--- src/hw/rtl/mwma_pkg.sv ---
// Shared types, widths and window constants for the multi-window min/max/average block.
// Used by mwma_cell, mwma_emit and the top level. No dependencies.
package mwma_pkg;

    localparam int NUM_WIN  = 3;
    localparam int ID_W     = 2;
    localparam int SAMPLE_W = 16;
    localparam int CNT_W    = 6;
    localparam int SUM_W    = 23;
    // |sum| <= 63 * 32768 < 2**21
    localparam int ABS_W    = 21;

    localparam int SHORT_LEN  = 5;
    localparam int MEDIUM_LEN = 30;
    localparam int LONG_LEN   = 60;

    // floor(a / d) == (a * ceil(2**S / d)) >> S for a < 2**ABS_W, d < 2**CNT_W
    localparam int RECIP_SHIFT = ABS_W + CNT_W;
    localparam int RECIP_W     = RECIP_SHIFT + 1;
    localparam int PROD_W      = ABS_W + RECIP_W;
    localparam int QUO_W       = PROD_W - RECIP_SHIFT;

    localparam logic [CNT_W-1:0] WIN_LEN [NUM_WIN] = '{
        CNT_W'(SHORT_LEN), CNT_W'(MEDIUM_LEN), CNT_W'(LONG_LEN)
    };

    localparam logic [RECIP_W-1:0] WIN_RECIP [NUM_WIN] = '{
        RECIP_W'((2 ** RECIP_SHIFT + SHORT_LEN - 1) / SHORT_LEN),
        RECIP_W'((2 ** RECIP_SHIFT + MEDIUM_LEN - 1) / MEDIUM_LEN),
        RECIP_W'((2 ** RECIP_SHIFT + LONG_LEN - 1) / LONG_LEN)
    };

    // One closed-window result before the divide
    typedef struct packed {
        logic                valid;
        logic [SAMPLE_W-1:0] max_val;
        logic [SAMPLE_W-1:0] min_val;
        logic                neg;
        logic [ABS_W-1:0]    abs_sum;
    } slot_t;

    // What travels along the chain: the sample and the slots filled so far
    typedef struct packed {
        logic [SAMPLE_W-1:0]        sample;
        slot_t [NUM_WIN-1:0]        slots;
    } bundle_t;

endpackage

--- src/hw/rtl/mwma_cell.sv ---
// One window cell of the chain: running count/max/min/sum and a bundle register.
// Depends on mwma_pkg.
module mwma_cell (
    input  logic                      aclk,
    input  logic                      aresetn,
    input  logic [mwma_pkg::ID_W-1:0] cell_idx,
    input  logic                      in_valid,
    input  mwma_pkg::bundle_t         in_bundle,
    output logic                      in_ready,
    output logic                      out_valid,
    output mwma_pkg::bundle_t         out_bundle,
    input  logic                      out_ready
);
    import mwma_pkg::*;

    logic [CNT_W-1:0]           count_reg, count_next;
    logic signed [SAMPLE_W-1:0] max_reg, max_next;
    logic signed [SAMPLE_W-1:0] min_reg, min_next;
    logic signed [SUM_W-1:0]    sum_reg, sum_next;
    logic                       out_valid_reg;
    bundle_t                    bundle_reg, bundle_next;

    logic signed [SAMPLE_W-1:0] smp;
    logic                       first;
    logic                       close;
    logic                       load;
    logic [CNT_W-1:0]           cnt_inc;
    logic signed [SUM_W-1:0]    sum_base;
    logic [SUM_W-1:0]           sum_abs;

    assign smp      = $signed(in_bundle.sample);
    assign first    = (count_reg == '0);
    assign in_ready = !out_valid_reg || out_ready;
    assign load     = in_valid && in_ready;

    always_comb begin
        max_next = (first || (smp > max_reg)) ? smp : max_reg;
        min_next = (first || (smp < min_reg)) ? smp : min_reg;
        sum_base = first ? '0 : sum_reg;
        sum_next = sum_base + {{(SUM_W - SAMPLE_W){smp[SAMPLE_W-1]}}, smp};
        cnt_inc  = count_reg + CNT_W'(1);
        close    = (cnt_inc >= WIN_LEN[cell_idx]);
        // closed window starts empty: stats are overwritten by the next sample
        count_next = close ? '0 : cnt_inc;
        sum_abs    = sum_next[SUM_W-1] ? $unsigned(-sum_next) : $unsigned(sum_next);

        bundle_next = in_bundle;
        bundle_next.slots[cell_idx].valid   = close;
        bundle_next.slots[cell_idx].max_val = max_next;
        bundle_next.slots[cell_idx].min_val = min_next;
        bundle_next.slots[cell_idx].neg     = sum_next[SUM_W-1];
        bundle_next.slots[cell_idx].abs_sum = sum_abs[ABS_W-1:0];
    end

    always_ff @(posedge aclk) begin
        if (!aresetn) begin
            count_reg     <= '0;
            out_valid_reg <= 1'b0;
        end else begin
            if (load) begin
                count_reg <= count_next;
            end
            if (load) begin
                out_valid_reg <= 1'b1;
            end else if (out_ready) begin
                out_valid_reg <= 1'b0;
            end
        end
    end

    always_ff @(posedge aclk) begin
        if (load) begin
            max_reg    <= max_next;
            min_reg    <= min_next;
            sum_reg    <= sum_next;
            bundle_reg <= bundle_next;
        end
    end

    assign out_valid  = out_valid_reg;
    assign out_bundle = bundle_reg;

endmodule

--- src/hw/rtl/mwma_emit.sv ---
// Result serializer: walks the closed slots of a bundle, divides by the window length
// through a reciprocal multiply, and drives the output register. Depends on mwma_pkg.
module mwma_emit (
    input  logic                          aclk,
    input  logic                          aresetn,
    input  logic                          b_valid,
    input  mwma_pkg::bundle_t             b_bundle,
    output logic                          b_ready,
    output logic                          m_valid,
    input  logic                          m_ready,
    output logic [mwma_pkg::ID_W-1:0]     m_window_id,
    output logic [mwma_pkg::SAMPLE_W-1:0] m_window_max,
    output logic [mwma_pkg::SAMPLE_W-1:0] m_window_min,
    output logic [mwma_pkg::SAMPLE_W-1:0] m_window_avg,
    output logic                          m_last
);
    import mwma_pkg::*;

    logic [NUM_WIN-1:0]  done_reg;
    logic [NUM_WIN-1:0]  pend;
    logic [NUM_WIN-1:0]  rem;
    logic [ID_W-1:0]     sel_idx;
    logic                found;
    slot_t               sel_slot;
    logic                issue;
    logic                mul_ready;
    logic                out_ready;
    logic [PROD_W-1:0]   prod;

    logic                mul_valid_reg;
    logic [ID_W-1:0]     mul_id_reg;
    logic [SAMPLE_W-1:0] mul_max_reg;
    logic [SAMPLE_W-1:0] mul_min_reg;
    logic                mul_neg_reg;
    logic                mul_last_reg;
    logic [PROD_W-1:0]   mul_prod_reg;

    logic                m_valid_reg;
    logic [ID_W-1:0]     id_reg;
    logic [SAMPLE_W-1:0] max_reg;
    logic [SAMPLE_W-1:0] min_reg;
    logic [SAMPLE_W-1:0] avg_reg, avg_next;
    logic                last_reg;
    logic [QUO_W-1:0]    quo;

    always_comb begin
        for (int i = 0; i < NUM_WIN; i++) begin
            pend[i] = b_bundle.slots[i].valid && !done_reg[i];
        end
        sel_idx = '0;
        found   = 1'b0;
        for (int i = 0; i < NUM_WIN; i++) begin
            if (pend[i] && !found) begin
                sel_idx = ID_W'(i);
                found   = 1'b1;
            end
        end
        sel_slot = b_bundle.slots[sel_idx];
        rem      = pend & ~(NUM_WIN'(1) << sel_idx);
        prod     = PROD_W'(sel_slot.abs_sum) * PROD_W'(WIN_RECIP[sel_idx]);
    end

    assign out_ready = !m_valid_reg || m_ready;
    assign mul_ready = !mul_valid_reg || out_ready;
    assign issue     = b_valid && found && mul_ready;
    // bundle leaves once its last closed slot is issued, or at once if none closed
    assign b_ready   = !found || (mul_ready && (rem == '0));

    assign quo      = mul_prod_reg[PROD_W-1:RECIP_SHIFT];
    assign avg_next = mul_neg_reg ? SAMPLE_W'(-quo) : SAMPLE_W'(quo);

    always_ff @(posedge aclk) begin
        if (!aresetn) begin
            done_reg      <= '0;
            mul_valid_reg <= 1'b0;
            m_valid_reg   <= 1'b0;
        end else begin
            if (b_valid && b_ready) begin
                done_reg <= '0;
            end else if (issue) begin
                done_reg <= done_reg | (NUM_WIN'(1) << sel_idx);
            end
            if (mul_ready) begin
                mul_valid_reg <= issue;
            end
            if (out_ready) begin
                m_valid_reg <= mul_valid_reg;
            end
        end
    end

    always_ff @(posedge aclk) begin
        if (issue) begin
            mul_id_reg   <= sel_idx;
            mul_max_reg  <= sel_slot.max_val;
            mul_min_reg  <= sel_slot.min_val;
            mul_neg_reg  <= sel_slot.neg;
            mul_last_reg <= (rem == '0);
            mul_prod_reg <= prod;
        end
        if (out_ready && mul_valid_reg) begin
            id_reg   <= mul_id_reg;
            max_reg  <= mul_max_reg;
            min_reg  <= mul_min_reg;
            avg_reg  <= avg_next;
            last_reg <= mul_last_reg;
        end
    end

    assign m_valid      = m_valid_reg;
    assign m_window_id  = id_reg;
    assign m_window_max = max_reg;
    assign m_window_min = min_reg;
    assign m_window_avg = avg_reg;
    assign m_last       = last_reg;

endmodule

--- src/hw/rtl/multi_window_min_max_average.sv ---
// Top level of the multi-window min/max/average block: three window cells in a chain
// and the result serializer. Depends on mwma_pkg, mwma_cell and mwma_emit.
//
//   channel | ports                                          | dir | moves
//   --------+------------------------------------------------+-----+-------------------------
//   input   | s_valid s_ready s_sample                       | in  | one sample per transfer
//   result  | m_valid m_ready m_window_id m_window_max       | out | one closed window per
//           | m_window_min m_window_avg m_last               |     | transfer
//
// Serializer: a sample that closes no window passes straight through; one that closes n
//   windows holds the serializer until its n results have issued (three at most, when all
//   windows close together), since the shared reciprocal multiplier issues one result per
//   cycle while the output is not stalled. A sample passes the three cell registers, the
//   multiply register and the output register before its first result.
// Reset: clears the fill counts and all valid flags; no clearing pass is needed.
// Stalls: m_ready low fills the output register, the multiply stage and the cell registers
//   in turn; s_ready drops only once all cell registers are full.
module multi_window_min_max_average (
    input  logic                          aclk,
    input  logic                          aresetn,
    input  logic                          s_valid,
    output logic                          s_ready,
    input  logic [mwma_pkg::SAMPLE_W-1:0] s_sample,
    output logic                          m_valid,
    input  logic                          m_ready,
    output logic [mwma_pkg::ID_W-1:0]     m_window_id,
    output logic [mwma_pkg::SAMPLE_W-1:0] m_window_max,
    output logic [mwma_pkg::SAMPLE_W-1:0] m_window_min,
    output logic [mwma_pkg::SAMPLE_W-1:0] m_window_avg,
    output logic                          m_last
);
    import mwma_pkg::*;

    // link[k] feeds cell k; link[NUM_WIN] feeds the serializer
    logic    link_valid [NUM_WIN+1];
    logic    link_ready [NUM_WIN+1];
    bundle_t link_bundle [NUM_WIN+1];

    // fresh bundle: the sample, with no window closed yet
    assign link_bundle[0] = '{sample: s_sample, slots: '0};
    assign link_valid[0]  = s_valid;
    assign s_ready        = link_ready[0];

    // cell k owns window k (short, medium, long) and fills slot k of the bundle
    for (genvar g = 0; g < NUM_WIN; g++) begin : g_cell
        mwma_cell u_cell (
            .aclk       (aclk),
            .aresetn    (aresetn),
            .cell_idx   (ID_W'(g)),
            .in_valid   (link_valid[g]),
            .in_bundle  (link_bundle[g]),
            .in_ready   (link_ready[g]),
            .out_valid  (link_valid[g+1]),
            .out_bundle (link_bundle[g+1]),
            .out_ready  (link_ready[g+1])
        );
    end

    // slots go out in window order, last flag on the final one of each sample
    mwma_emit u_emit (
        .aclk         (aclk),
        .aresetn      (aresetn),
        .b_valid      (link_valid[NUM_WIN]),
        .b_bundle     (link_bundle[NUM_WIN]),
        .b_ready      (link_ready[NUM_WIN]),
        .m_valid      (m_valid),
        .m_ready      (m_ready),
        .m_window_id  (m_window_id),
        .m_window_max (m_window_max),
        .m_window_min (m_window_min),
        .m_window_avg (m_window_avg),
        .m_last       (m_last)
    );

endmodule

--- config.mk ---
export PLATFORM = sky130hd
export DESIGN_NAME = multi_window_min_max_average
export DESIGN_NICKNAME = d
export VERILOG_FILES = /design/src/hw/rtl/mwma_pkg.sv /design/src/hw/rtl/mwma_cell.sv /design/src/hw/rtl/mwma_emit.sv /design/src/hw/rtl/multi_window_min_max_average.sv
export SDC_FILE = /design/constraint.sdc
export NUM_CORES = 1
export LEC_CHECK = 0
export BUFFER_PORTS_ARGS = -buffer_cell sky130_fd_sc_hd__buf_2
export CAP_MARGIN = 10
export CORE_UTILIZATION = 52
export CTS_CLUSTER_DIAMETER = 40
export DETAILED_ROUTE_END_ITERATION = 7
export GPL_ROUTABILITY_DRIVEN = 0
export GPL_TIMING_DRIVEN = 0
export PLACE_DENSITY = 0.71
export SKIP_CTS_REPAIR_TIMING = 1
export SYNTH_ARGS = -nofsm -noshare
export SYNTH_HDL_FRONTEND = slang
export SYNTH_SLANG_ARGS = --single-unit
--- constraint.sdc ---
create_clock -name aclk -period 8 [get_ports aclk]
set_input_delay 1.2 -clock aclk [delete_from_list [all_inputs] [get_ports aclk]]
set_output_delay 1.2 -clock aclk [all_outputs]
set_load 0.005 [all_outputs]
# == Yosys cells after proc, flatten, opt, wreduce, memory -nomap -nowiden ==
# Index checks and enable logic that the tools add are counted.
# word_totals
elab_cells,159
register_bits,587
out_inout_bits,53
# op_classes
n_reduce_logical,50
muxes,26
bitwise_logic,5
n_mul,1
order_cmp,11
addsub,10
n_shift,1
# ops
op,count
55-bit binary-select mux with 2-bit select,1
23-bit adder,3
23-bit two-way mux,3
21-bit two-way mux,3
21-bit negation,3
28-bit binary-select mux with 2-bit select,1
28-bit two-way mux,2
54-bit two-way mux,1
16-bit > comparator,3
16-bit less-than comparator,3
21-bit by 28-bit multiplier with 43-bit output,1
6-bit by 1-bit adder with 6-bit output (second input constant),3
6-bit zero test,3
6-bit two-way mux,3
16-bit two-way mux,1
16-bit negation,1
1-bit logical AND,13
1-bit logical OR,12
2-bit AND reduction,6
1-bit zero test,11
1-bit two-way mux,10
6-bit by 3-bit >= comparator with 1-bit output (second input constant),1
6-bit by 5-bit >= comparator with 1-bit output (second input constant),1
6-bit >= comparator (second input constant),1
12 further kinds,14

# == Depth between registers and ports, before layout ==
# logic_depth
ltp_word,20
ltp_mapped,31
depth_no_buf,30

# == By module ==
# From an unflattened synthesis, not the netlist that was laid out.
# hier_totals
cells_unflattened,5372
hier_area_um2,55555.8
# modules_own_cells
mod,seq_area_each_um2,cells_per_inst,area_each_um2,n_inst
mwma_cell (g_cell[0].u_cell ...),7226.9,1363,13990.9,2
mwma_cell (g_cell[2].u_cell),7226.9,1357,13967.1,1
mwma_emit,3193.1,1287,13599.3,1
multi_window_min_max_average,0.0,2,7.5,1

# == Worst setup path after synthesis ==
# OpenSTA, ideal clock, no wires.
# synth_path
path_kind,reg2reg
start,"register g_cell[2].u_cell.bundle_reg, in the netlist g_cell[2].u_cell.out_bundle[54]"
end,register u_emit.mul_prod_reg[40] (data pin)
stages_incl_launch_ff,32
path_slack_ns,-0.328
synth_period_minus_slack_ns,8.328
t_arrival_ns,8.061
setup_time_ns,0.267
cell_sequence,edfxtp_1 -> nor2b_1 -> or3_1 -> clkinv_1 -> nor2_1 -> clkbuf_1 -> nand2_1 -> inv_1 -> fa_1 -> inv_1 -> fa_1 -> inv_1 -> fa_1 -> inv_1 -> fa_1 -> fa_1 -> inv_1 -> fa_1 -> inv_1 -> fa_1 -> inv_1 -> ha_1 -> a21o_1 -> a21o_1 -> a221oi_1 -> o21ai_1 -> or3b_2 -> o21ai_1 -> o21ai_0 -> a21o_1 -> a211oi_1 -> nor2_1
# synth_between
elab_chain_len,13
word_cells_on_any_way,16
# synth_lines
item,line_no,text
"start, declared",mwma_cell.sv:21,"bundle_t bundle_reg, bundle_next;"
"start signal, assigned",mwma_cell.sv:76,bundle_reg <= bundle_next;
1-bit logical AND *,mwma_emit.sv:48,pend[i] = b_bundle.slots[i].valid && !done_reg[i];
1-bit two-way mux *,mwma_emit.sv:53,if (pend[i] && !found) begin
1-bit zero test,mwma_emit.sv:53,
1-bit logical AND,mwma_emit.sv:53,
1-bit two-way mux,mwma_emit.sv:53,
1-bit zero test,mwma_emit.sv:53,
1-bit logical AND,mwma_emit.sv:53,
2-bit two-way mux *,mwma_emit.sv:53,
2-bit NOT with 3-bit output (implied by the code),mwma_emit.sv:60,prod = PROD_W'(sel_slot.abs_sum) * PROD_W'(WIN_RECIP[sel_idx]);
28-bit binary-select mux with 2-bit select,mwma_emit.sv:60,
28-bit two-way mux (implied by the code) (2 in series),mwma_emit.sv:60,
21-bit by 28-bit multiplier with 43-bit output *,mwma_emit.sv:60,
via u_emit.prod[40],mwma_emit.sv:28,logic [PROD_W-1:0] prod;
"end signal, assigned",mwma_emit.sv:99,mul_prod_reg <= prod;
"end, declared",mwma_emit.sv:36,logic [PROD_W-1:0] mul_prod_reg;
# Mark *: on every way through the listed nets, which the timed path passes. The rest lies on a longest branch. The select of a mux whose other input is x is not followed.
# A chain may end at the register's enable or synchronous reset.

# == Worst setup path after layout ==
# layout_path
start,"register g_cell[2].u_cell.bundle_reg, in the netlist g_cell[2].u_cell.out_bundle[54]"
end,register u_emit.mul_prod_reg[42] (data pin)
# Same word-level chain as after synthesis.

==> summary.txt <==
Run status
  – Status: finished with violations
  – Failing checks: DRC

Synthesis
  – Netlist Area Pre-Place: 34530 µm²
  – Warnings, synthesis: 0
  – Mapped Cells: 2877
  – Number of synthesized flops with an enable pin: about 530
  – Post-synthesis async set-or-reset flop share: 0%
  – Yosys cell types: 70
  – Synthesized flop and latch total: 554
  – Avg Cell Area, Syn: approximately 12 µm²
  – Syn nets: between 3000 and 4000
  – Seq/Total Area, Yosys: 47.42%
  – Post-synth top flop: edfxtp_1

Floorplan
  – Initial Util: a little over half
  – Num rows: between 90 and 100
  – Die Y: between 200 and 300 µm
  – Total core area: 65750 µm²
  – Total die area: 67440 µm²
  – IO Pins: 73
  – Die Span X: ~260 µm

Place
  – Post-DP HPWL: between 60 and 70 mm
  – Port Buffers: 72

CTS
  – Max clock buf depth: 3
  – TritonCTS clock tree: done
  – Clk sinks: about 550
  – Worst skew pair latency: roughly 0.65 ns
  – Root Buffer: clkbuf_16
  – Worst-path clk slew: ~0.060 ns
  – TritonCTS Buffers: 82
  – H-Tree Depth: 3

STA
  – Final hold viol count: 0
  – Final setup fails: 0
  – Clk_skew: 0.04719 ns
  – F_max: approximately 130 MHz
  – WHS: approximately 0.41 ns
  – Max Transition Viols Final: 0
  – Fin crit share: between 90% and 100%
  – Normalized max-slew margin: between 30 and 40%
  – Fin crit period: 7.974 ns
  – Worst Tran Pin Value: around 1.0 ns
  – RSZ-0062 raised after global routing: true

Route
  – Via-to-Cell Ratio: approximately 5.5
  – Antenna-violating nets left: 0
  – TritonRoute pass-1 iters: 8
  – Vias: about 22000
  – # DRC: 1
  – Avg WL per Cell: approximately 20 µm
  – Final WL: approximately 80 mm
  – Number of DRC markers in iteration 0: between 1500 and 2000

Power and ir drop
  – Power Total: between 15 and 20 mW
  – Net Sw Power: 6.246 mW
  – Sequential share of power: about a quarter
  – Clock share of power: about 23%
  – Power Density: between 300 and 400 nW/µm²
  – Int Pwr: 9.499 mW
  – Switching Fraction: 39.67%
  – Logic gate share of total power: 53.0%
  – LEAKAGE: between 15 and 20 nW
  – VDD IR max: ~0.55 mV

GRT
  – GRT met1 Usage: a little under a third
  – GRT overflow: 0
  – First-pass GRT wire length: approximately 120 mm
  – M2 GR Usage: 39.91%
  – Gr busiest metal: met2
  – Largest net degree at the start of global routing: 82
  – Initial antenna violation count: 2
  – Total Routing Usage GR: 23.95%
  – Vias in the first global route: 22750
  – Global Route met3 Usage: about 4%

Min path
  – Hold WC Path Type: flop to flop

Critical path
  – Crit. End Element: flop
  – Max incr delay on CP: 0.58 ns
  – Crit-path slowest cell: fa_2
  – Req. time, crit path: between 8 and 9 ns
  – Setup Crit Path Kind: flop to flop
  – CP Max Fanout: 8
  – Startpoint types: flop
  – Critical path arrival: about 8.3 ns
  – Cell repeated most along the worst path: fa_1

Cells and area
  – FILL cells: a little under 5000
  – Ant. Diodes: 0
  – Layout area overhead: 15.06%
  – Nets: about 3600
  – Final core occ: about three fifths
  – Storage element area: 16380 µm²
  – Layout cells sized above 1: 12.19%
  – Max reg flops: 298
  – Multi-input combinational cell area: 16470 µm²

Job
  – Max_cap viols: 0
==> metal layers <==
| metal | wire length (µm) | part of all wire, % |
|---|---|---|
| met4 | 2450 | 3.1 |
| met3 | 5307 | 6.7 |
| met5 | 0 | 0 |
| met2 | 38070 | 48 |
| met1 | 33940 | 43 |
==> power groups by stage <==
stage	logic (mW)	registers (mW)	clock network, mW
global placement	6.94	3.86	0
CTS	7.44	3.80	3.66
global route	9.40	3.82	3.77
floorplan	5.61	3.81	0
finish	8.34	3.80	3.61
detailed placement	7.32	3.86	0
==> cell usage after synthesis, types with 3 or more instances <==
| master | instances | area (µm²) |
|---|---|---|
| a211o_1 | 8 | 70.07 |
| maj3_1 | 3 | 30.03 |
| o41ai_1 | 4 | 35.03 |
| a21o_1 | 52 | 390.4 |
| xnor2_1 | 123 | 1077 |
| mux2i_1 | 34 | 340.3 |
| a211oi_1 | 15 | 112.6 |
| o211ai_1 | 9 | 67.56 |
| and2_1 | 51 | 319.1 |
| or3_1 | 10 | 62.56 |
| edfxtp_1 | 528 | 15860 |
| and3_1 | 23 | 143.9 |
| a221o_1 | 4 | 40.04 |
| ha_1 | 305 | 3816 |
| o21bai_1 | 17 | 127.6 |
| nand2_1 | 202 | 758.2 |
| nor2b_1 | 71 | 444.2 |
| o21a_1 | 27 | 202.7 |
| or4_1 | 4 | 30.03 |
| o21ai_1 | 12 | 60.06 |
| nand4_1 | 22 | 137.6 |
| nor4_1 | 7 | 43.79 |
| or2_2 | 8 | 50.05 |
| a31oi_1 | 11 | 68.82 |
| nor3_1 | 24 | 120.1 |
| a21boi_0 | 9 | 67.56 |
| nand2b_1 | 26 | 162.7 |
| o22ai_1 | 4 | 25.02 |
| dfxtp_1 | 26 | 520.5 |
| xor2_1 | 32 | 280.3 |
| o31ai_2 | 4 | 50.05 |
| clkbuf_1 | 36 | 135.1 |
| a2111oi_0 | 7 | 61.31 |
| o21ai_0 | 127 | 635.6 |
| a21oi_1 | 119 | 595.6 |
| o31ai_1 | 16 | 120.1 |
| nand3_1 | 28 | 140.1 |
| buf_2 | 5 | 25.02 |
| fa_1 | 238 | 4765 |
| inv_1 | 510 | 1914 |
| nor2_1 | 80 | 300.3 |
==> final timing paths <==
path	startpoint	cells past startpoint	endpoint	slack (ns)
worst min register to register	g_cell[1].u_cell.out_bundle[73]	0	g_cell[2].u_cell.out_bundle[73]	0.41
worst max register to register	g_cell[2].u_cell.out_bundle[54]	31	u_emit.mul_prod_reg[42]	0.03
worst min-delay path	g_cell[1].u_cell.out_bundle[73]	0	g_cell[2].u_cell.out_bundle[73]	0.41
worst max-delay path	g_cell[2].u_cell.out_bundle[54]	31	u_emit.mul_prod_reg[42]	0.03
==> layout by cell type (no fill, tap or decap), types with 25 or more instances in the layout <==
| cell | n |
|---|---|
| buf_2 | 78 |
| nor2b_1 | 67 |
| a21oi_1 | 116 |
| xor2_1 | 32 |
| fa_1 | 216 |
| nand2_1 | 187 |
| clkbuf_1 | 36 |
| nand3_1 | 28 |
| ha_1 | 299 |
| nor2_1 | 77 |
| xnor2_1 | 122 |
| nand2b_1 | 25 |
| inv_1 | 489 |
| edfxtp_1 | 528 |
| o21a_1 | 27 |
| a21o_1 | 52 |
| and2_1 | 47 |
| clkbuf_16 | 83 |
| o21ai_0 | 123 |
| buf_4 | 33 |
| dfxtp_1 | 26 |
| mux2i_1 | 34 |
==> critical path, delay by kind of cell, from the launching register on <==
kind                     cells  cell delay [ns]
AO/OA/AOI/OAI                4             0.74
XOR/XNOR                     1             0.15
adder cells (fa/ha/maj)      8             3.78
buffers and inverters        9             0.71
flip-flops                   1             0.42
AND/OR/NAND/NOR              9             1.88
==> through the flow <==
stage	cell area, µm²	worst slack (ns)	std cells	TNS [ns]
4_1_cts	39040	-1.814	3973	-20.58
3_3_place_gp	36000	-1.632	3813	-28.36
3_5_place_dp	36210	-1.752	3822	-19.68
5_1_grt	39730	-0.1614	4007	-0.6288
2_1_floorplan	34560	0.06601	2877	0
6_report	39730	0.02585	4007	0
==> logic make-up after synthesis <==
logic type               count (synthesis)  share of synthesized area, %
AND/OR/NAND/NOR                        566                         8.153
flip-flops                             554                         47.42
buffers and inverters                  553                         6.029
adder cells (fa/ha/maj)                546                         24.94
AO/OA/AOI/OAI                          469                         8.544
XOR/XNOR                               155                         3.931
multiplexers                            34                        0.9856
==> area by class of cell <==
type	count	share of cell area, %
plain buffers	42	0.5700
multi-input cells	1770	41.44
inverters	511	4.890
well taps	864	2.721
repair buffers	115	2.022
flip-flops and latches	554	41.21
clock inverters	59	1.855
clock buffers	92	5.284
(Power assumes the default switching activity.)
